===== config.mk =====
export PLATFORM = sky130hd
export DESIGN_NAME = x86_subset_byte_decoder_top
export DESIGN_NICKNAME = d
export VERILOG_FILES = /design/src/hw/rtl/x86bd_pkg.sv /design/src/hw/rtl/x86_subset_byte_decoder_top.sv /design/src/hw/rtl/x86bd_step.sv
export SDC_FILE = /design/constraint.sdc
export NUM_CORES = 1
export LEC_CHECK = 0
export ABC_AREA = 1
export BUFFER_PORTS_ARGS = -buffer_cell sky130_fd_sc_hd__buf_2
export CORE_MARGIN = 1.5
export CORE_UTILIZATION = 55
export CTS_CLUSTER_DIAMETER = 50
export DETAILED_ROUTE_END_ITERATION = 6
export PLACE_DENSITY_LB_ADDON = 0.25
export SLEW_MARGIN = 30
export SYNTH_ARGS = -nofsm -noshare
export SYNTH_HDL_FRONTEND = slang
export SYNTH_SLANG_ARGS = --single-unit

===== constraint.sdc =====
create_clock -name clk -period 16.6 [get_ports clk]
set_input_delay 4.15 -clock clk [delete_from_list [all_inputs] [get_ports clk]]
set_output_delay 4.15 -clock clk [all_outputs]
set_load 0.005 [all_outputs]

===== src/hw/rtl/x86bd_pkg.sv =====
// Shared types, constants and opcode codes for the x86 subset byte decoder.
package x86bd_pkg;

  // Width of the running byte offset; it saturates at its all-ones value.
  localparam int OFFSET_BITS = 16;
  localparam int LEN_BITS    = 16;
  localparam int START_BITS  = 16;
  // Compare width: large enough for offset or length plus a small increment.
  localparam int CMP_BITS    = ((OFFSET_BITS > LEN_BITS) ? OFFSET_BITS : LEN_BITS) + 4;

  localparam int OUT_BITS    = 4 + 3 + 8 + 3 + START_BITS;
  localparam int OUT_BYTES   = (OUT_BITS + 7) / 8;
  localparam int TDATA_BITS  = OUT_BYTES * 8;

  // Opcode bytes
  localparam logic [7:0] BYTE_NOP     = 8'h90;
  localparam logic [7:0] BYTE_RET     = 8'hC3;
  localparam logic [7:0] BYTE_ESC     = 8'h0F;
  localparam logic [7:0] BYTE_SYSCALL = 8'h05;
  localparam logic [7:0] BYTE_STORE   = 8'h89;
  localparam logic [7:0] BYTE_LOAD    = 8'h8B;
  localparam logic [7:0] BYTE_ADD     = 8'h01;
  localparam logic [7:0] BYTE_SUB     = 8'h29;
  localparam logic [7:0] BYTE_AND     = 8'h21;
  localparam logic [7:0] BYTE_OR      = 8'h09;
  localparam logic [7:0] BYTE_XOR     = 8'h31;
  localparam logic [7:0] IMM_MARK     = 8'd255;

  // Immediate and displacement lengths
  localparam logic [3:0] SKIP_IMM  = 4'd8;
  localparam logic [3:0] SKIP_D8   = 4'd1;
  localparam logic [3:0] SKIP_D32  = 4'd4;

  // ModRM mod field codes
  localparam logic [1:0] MOD_D8  = 2'd1;
  localparam logic [1:0] MOD_D32 = 2'd2;
  localparam logic [1:0] MOD_REG = 2'd3;

  typedef enum logic [3:0] {
    OP_NOP     = 4'd0,
    OP_RET     = 4'd1,
    OP_SYSCALL = 4'd2,
    OP_PUSH    = 4'd3,
    OP_POP     = 4'd4,
    OP_MOVE    = 4'd5,
    OP_STORE   = 4'd6,
    OP_LOAD    = 4'd7,
    OP_ADD     = 4'd8,
    OP_SUB     = 4'd9,
    OP_AND     = 4'd10,
    OP_OR      = 4'd11,
    OP_XOR     = 4'd12
  } op_t;

  typedef enum logic [1:0] {
    PH_OPCODE = 2'd0,
    PH_SECOND = 2'd1,
    PH_SKIP   = 2'd2
  } phase_t;

  // Decoder state carried from byte to byte
  typedef struct packed {
    logic [OFFSET_BITS-1:0] byte_offset;
    phase_t                 phase;
    logic [3:0]             skip_left;
    logic [7:0]             held_opcode;
    logic [START_BITS-1:0]  held_start;
  } dec_state_t;

  // One decoded instruction
  typedef struct packed {
    logic                  emit;
    op_t                   op;
    logic [2:0]            dest_reg;
    logic [7:0]            src_one;
    logic [2:0]            src_two;
    logic [START_BITS-1:0] start_offset;
  } dec_result_t;

endpackage


===== src/hw/rtl/x86_subset_byte_decoder_top.sv =====
// Top level of the x86 subset byte decoder: stream ports, state and result registers.
//
// Decodes a stream of machine-code bytes, one byte per item, into at most one
// intermediate instruction per byte. A byte is taken every cycle the result
// register is empty or being drained; its instruction, if any, is registered
// and appears on the output in the next cycle. The single result register
// sets the rate: one byte per clock with no stall on the output side.
// code_length must be written while no bytes are in flight; a byte with the
// restart flag begins a new block at offset zero.
module x86_subset_byte_decoder_top
  import x86bd_pkg::*;
(
  input  logic                  clk,
  input  logic                  rst,
  // configuration
  input  logic                  cfg_we,
  input  logic [LEN_BITS-1:0]   cfg_wdata,     // code_length
  // byte input
  input  logic                  s_tvalid,
  output logic                  s_tready,
  input  logic [7:0]            s_tdata,       // [7:0] code_byte
  input  logic                  s_tuser,       // [0] restart
  // instruction output
  output logic                  m_tvalid,
  input  logic                  m_tready,
  output logic [TDATA_BITS-1:0] m_tdata        // op, dest_reg, src_one, src_two,
                                               // start_offset, zero fill
);

  dec_state_t          state;
  dec_state_t          state_next;
  dec_result_t         result;
  logic [LEN_BITS-1:0] code_length;
  logic                accept;

  assign s_tready = !m_tvalid || m_tready;
  assign accept   = s_tvalid && s_tready;

  x86bd_step u_step (
    .state       (state),
    .code_byte   (s_tdata),
    .restart     (s_tuser),
    .code_length (code_length),
    .state_next  (state_next),
    .result      (result)
  );

  // Configuration register
  always_ff @(posedge clk) begin
    if (rst) begin
      code_length <= '0;
    end else if (cfg_we) begin
      code_length <= cfg_wdata;
    end
  end

  // Decoder state; all zeros is offset zero, expecting an opcode
  always_ff @(posedge clk) begin
    if (rst) begin
      state <= '0;
    end else if (accept) begin
      state <= state_next;
    end
  end

  // Result register
  always_ff @(posedge clk) begin
    if (rst) begin
      m_tvalid <= 1'b0;
    end else if (accept && result.emit) begin
      m_tvalid <= 1'b1;
    end else if (m_tready) begin
      m_tvalid <= 1'b0;
    end
  end

  always_ff @(posedge clk) begin
    if (accept && result.emit) begin
      m_tdata <= TDATA_BITS'({result.start_offset, result.src_two, result.src_one,
                              result.dest_reg, result.op});
    end
  end

endmodule


===== src/hw/rtl/x86bd_step.sv =====
// Per-byte decode step: next decoder state and the instruction this byte completes.
module x86bd_step
  import x86bd_pkg::*;
(
  input  dec_state_t        state,
  input  logic [7:0]        code_byte,
  input  logic              restart,
  input  logic [LEN_BITS-1:0] code_length,
  output dec_state_t        state_next,
  output dec_result_t       result
);

  localparam logic [OFFSET_BITS-1:0] OFF_MAX = '1;

  logic [OFFSET_BITS-1:0] off;
  logic [CMP_BITS-1:0]    off_w;
  logic [CMP_BITS-1:0]    len_w;
  logic [START_BITS-1:0]  start;
  logic [1:0]             modrm_mod;
  logic [2:0]             modrm_reg;
  logic [2:0]             modrm_rm;
  logic                   past_end;
  logic                   imm_fits;
  logic                   second_fits;
  logic                   is_arith;
  op_t                    arith_op;

  // Offset of this byte, after an optional restart
  assign off      = restart ? '0 : state.byte_offset;
  assign off_w    = CMP_BITS'(off);
  assign len_w    = CMP_BITS'(code_length);
  assign start    = START_BITS'(off);
  assign past_end = (off_w >= len_w);
  assign imm_fits    = ((off_w + CMP_BITS'(9)) <= len_w);
  assign second_fits = ((off_w + CMP_BITS'(1)) < len_w);

  assign modrm_mod = code_byte[7:6];
  assign modrm_reg = code_byte[5:3];
  assign modrm_rm  = code_byte[2:0];

  // Arithmetic opcode classification, on the held byte
  always_comb begin
    is_arith = 1'b1;
    arith_op = OP_XOR;
    case (state.held_opcode)
      BYTE_ADD: arith_op = OP_ADD;
      BYTE_SUB: arith_op = OP_SUB;
      BYTE_AND: arith_op = OP_AND;
      BYTE_OR:  arith_op = OP_OR;
      BYTE_XOR: arith_op = OP_XOR;
      default:  is_arith = 1'b0;
    endcase
  end

  // Phase handling
  always_comb begin
    state_next             = state;
    state_next.byte_offset = (off == OFF_MAX) ? off : off + OFFSET_BITS'(1);
    if (restart) begin
      state_next.skip_left = '0;
    end
    result              = '0;
    result.op           = OP_NOP;
    result.start_offset = start;

    if (past_end) begin
      state_next.phase     = PH_OPCODE;
      state_next.skip_left = '0;
    end else if (!restart && state.phase == PH_SKIP) begin
      // Skipping immediate or displacement bytes
      if (state.skip_left <= 4'd1) begin
        state_next.skip_left = '0;
        state_next.phase     = PH_OPCODE;
      end else begin
        state_next.skip_left = state.skip_left - 4'd1;
      end
    end else if (!restart && state.phase == PH_SECOND) begin
      // Second byte of a two-byte form
      result.emit         = 1'b1;
      result.start_offset = state.held_start;
      state_next.phase    = PH_OPCODE;
      if (state.held_opcode == BYTE_ESC) begin
        result.op = (code_byte == BYTE_SYSCALL) ? OP_SYSCALL : OP_NOP;
      end else if (state.held_opcode == BYTE_STORE || state.held_opcode == BYTE_LOAD) begin
        if (modrm_mod == MOD_D8) begin
          state_next.skip_left = SKIP_D8;
          state_next.phase     = PH_SKIP;
        end else if (modrm_mod == MOD_D32) begin
          state_next.skip_left = SKIP_D32;
          state_next.phase     = PH_SKIP;
        end
        if (state.held_opcode == BYTE_STORE) begin
          result.op       = OP_STORE;
          result.dest_reg = modrm_rm;
          result.src_one  = {5'd0, modrm_reg};
        end else begin
          result.op       = OP_LOAD;
          result.dest_reg = modrm_reg;
          result.src_one  = {5'd0, modrm_rm};
        end
      end else if (is_arith && modrm_mod == MOD_REG) begin
        result.op       = arith_op;
        result.dest_reg = modrm_reg;
        result.src_one  = {5'd0, modrm_reg};
        result.src_two  = modrm_rm;
      end
    end else begin
      // Expecting an opcode (the unused phase code lands here too)
      state_next.phase = PH_OPCODE;
      result.emit      = 1'b1;
      if (code_byte == BYTE_RET) begin
        result.op = OP_RET;
      end else if (code_byte[7:3] == 5'b01010) begin
        result.op      = OP_PUSH;
        result.src_one = {5'd0, code_byte[2:0]};
      end else if (code_byte[7:3] == 5'b01011) begin
        result.op       = OP_POP;
        result.dest_reg = code_byte[2:0];
      end else if (code_byte[7:3] == 5'b10111) begin
        if (imm_fits) begin
          state_next.skip_left = SKIP_IMM;
          state_next.phase     = PH_SKIP;
          result.op            = OP_MOVE;
          result.dest_reg      = code_byte[2:0];
          result.src_one       = IMM_MARK;
        end
      end else if (code_byte == BYTE_ESC || code_byte == BYTE_STORE ||
                   code_byte == BYTE_LOAD || code_byte == BYTE_ADD ||
                   code_byte == BYTE_SUB || code_byte == BYTE_AND ||
                   code_byte == BYTE_OR || code_byte == BYTE_XOR) begin
        if (second_fits) begin
          state_next.held_opcode = code_byte;
          state_next.held_start  = start;
          state_next.phase       = PH_SECOND;
          result.emit            = 1'b0;
        end
      end
    end
  end

endmodule


==> run metrics <==
final instance area 0.00666 sq mm; synth top area cells dfxtp_1, edfxtp_1, ha_1, nand2_1, nor2_1; final period utilization 52.0%; Final HPWL DP 11000 um; non-filler instance count after layout 1034; ANT nets after route 0; maximum vdd drop 37.6 uV; share of cells above drive strength 1 12.8%; crit path DAT 4490 ps; slew margin rel. 32.6%; met2 routed WL 6620 um; Tot GR Track Use 26.1%; WL final 14700 um; adder-cell share of the synthesized area 10.3%; ys flop type dfxtp_1; largest family of logic cells by synthesized area simple AND/OR/NAND/NOR gates; hold buffer count at cts 0; Leak 3.07 nW; TritonCTS clock tree built; cell family with most CP delay buffers and inverters; min-delay worst type reg2reg; Initial DRC Count 478; CP peak stage delay 120 ps; total die area 0.0117 sq mm; cell taking the most area after synthesis dfxtp_1; Pwr Density 74.5 mW/mm^2; row count 38; Clock Sinks 93; Layout fillers 1021; global-route wire length before repair 23900 um; critical register-to-register path startpoint state[30]; total number of vias 5614; post-synthesis simple-gate area fraction 27.0%; Worst setup SP type primary input; Layout Nets 969; # port buffers 65; count of max-cap constraint violations 0; Finished Core Util 61.4%; register area share after synthesis 35.4%; WS Path Type in2out; Max Root-Sink Buffers 2; synthesized cell area 0.00610 sq mm; worst-path cell chain buf_2 -> inv_1 -> nand2_1 -> buf_2; Vert. Die Dim 108 um; Slew Limit Fails 0; I/O pin count 72; Congestion Overflow GR 0; Final Wtd Congestion 0.981; initial antenna violation count 0; Clock Latency Late Sink 390 ps; Met1 Wirelength 6700 um; DIE WIDTH 108 um; crit path max fanout 2; # resized after CTS 0; most used cell along the critical path buf_2; Power Total 0.496 mW; Critical path origin m_tready; TritonCTS buffer count 9; Synth Area in XOR/XNOR 3.88%; Crit. End Element primary output; Post-CTS Setup Inserts 0; Root Buffer clkbuf_8; Post-synth EDFFs 30; syn avg cell area 7.27 sq um; largest net degree at the start of global routing 46; H-tree levels 3; RSZ-0062 raised after global routing false; DP Area 0.00645 sq mm; n_diodes 0; mux contribution to synthesized area 0%; Final Skew 10.8 ps; worst slew pin tran 1010 ps; minimum clock period 8640 ps; Post-Syn Instances 839; post-synth top area share 20.7%; Area Growth Syn to Fin 9.15%; core footprint 0.0108 sq mm; DRT Pass-1 Iters 5; cell count after placement 1018; Worst-path clk slew 90 ps; Post-Route Setup TNS 0 ps; vias per cell 5.43; Setup-failing EPs final 0; status finished, final reports clean; hold wc startpoint state[10]; WL met3 881 um; CP required 12450 ps; Async SR Flop Fraction 0%; final hold vios 0; Post-route DRC 0; fmax 116 MHz; WL/cell 14.2 um; Synth Area in Compound Gates 13.7%; CP max stage cell buf_2; WP buf/inv 3; DR top layer met4; Initial Utilization 56.3%; Synth cell types 44; yosys warns 0; vias in the first global route 5054; Synth Register Bits 93
-- path summary, 6_finish.rpt --
| check | to | slack [ps] | cells after the start |
|---|---|---|---|
| worst max register to register | state[6] | 12090 | 23 |
| worst min-delay path | state[10] | 480 | 2 |
| worst max-delay path | s_tready | 7960 | 4 |
| worst min register to register | state[10] | 480 | 2 |
-- worst reg2reg max path, cell delays in order (launching register included) --
cell and delay (ps):
dfxtp_1 360, inv_1 50, nor2_1 180, ha_1 220, nand3_1 140, nor2_2 170
nand2_1 140, or4_1 430, xor2_1 180, inv_1 70, ha_1 280, nand2_1 60
inv_1 50, a21boi_0 180, nand4_1 100, nor2_1 100, nand2_1 60, nor2_1 90
nand2_1 80, nor2_2 770, nand2_2 150, inv_2 400, nor2_1 80, nor2_1 100
-- final cells by class --
| class | instances | area (sq um) | share of cell area (%) |
|---|---|---|---|
| timing repair buffer | 69 | 355 | 5.34 |
| inverter | 102 | 385 | 5.79 |
| tap | 140 | 175 | 2.63 |
| multi-input combinational | 614 | 3380 | 50.7 |
| sequential | 93 | 2160 | 32.5 |
| clock buffer | 9 | 124 | 1.86 |
| clock inverter | 7 | 81.3 | 1.22 |
-- kinds of logic (layout without fill, tap and decap cells) --
group / after synthesis / after routing
and+or+nand+nor: 379 / 379
AOI/OAI and AO/OA: 152 / 152
buffers and inverters: 137 / 187
DFF: 93 / 93
adders and majority gates: 50 / 50
xor gates and xnor gates: 27 / 27
other: 1 / 6
-- metrics by stage --
stage	hold slack (ps)	setup WS, ps
finish	480	7960
floorplan	440	8190
global route	512	7810
global placement	451	7970
detailed placement	459	7970
CTS	482	7960
-- cells in the mapped netlist (all sizes together) (5+ instances only) --
| library cell | n |
|---|---|
| buf | 21 |
| inv | 101 |
| ha | 50 |
| nand4 | 12 |
| o21ai | 62 |
| dfxtp | 63 |
| nand2 | 173 |
| nor3 | 17 |
| a21oi | 66 |
| o211ai | 5 |
| clkbuf | 14 |
| nand3 | 55 |
| nor2 | 114 |
| xor2 | 27 |
| edfxtp | 30 |
-- layer usage --
metal / global-route usage [%] / up-vias
li1: - / 2860
met1: 34.2 / 2493
met2: 42.8 / 217
met3: 3.50 / 44
met4: 12.1 / 0
met5: 0 / -
-- cell usage in the layout (no fill, tap or decap), types with 3 or more instances in the layout --
cell type,instances
nand2_1,164
nor2_1,105
inv_1,95
a21oi_1,65
buf_2,65
dfxtp_1,63
o21ai_0,59
nand3_1,54
ha_1,50
edfxtp_1,30
xor2_1,27
nor3_1,15
nand4_1,12
nand2_2,9
clkbuf_8,9
nor2_2,7
conb_1,6
inv_2,5
o211ai_1,5
buf_4,4
o21ai_1,3
nand3b_1,3
nor4_1,3
a221oi_1,3
o221ai_1,3
-- power breakdown --
group | switching [mW] | internal, mW
Sequential | 0.00427 | 0.248
Clock | 0.0904 | 0.0720
Combinational | 0.0536 | 0.0272
Total | 0.148 | 0.348
-- flip-flops by register name (all words and copies together), names as in the netlist --
name         flops
m_tdata         30
state           46
code_length     16
m_tvalid         1
Note: power is estimated with default switching activity, not from simulation.
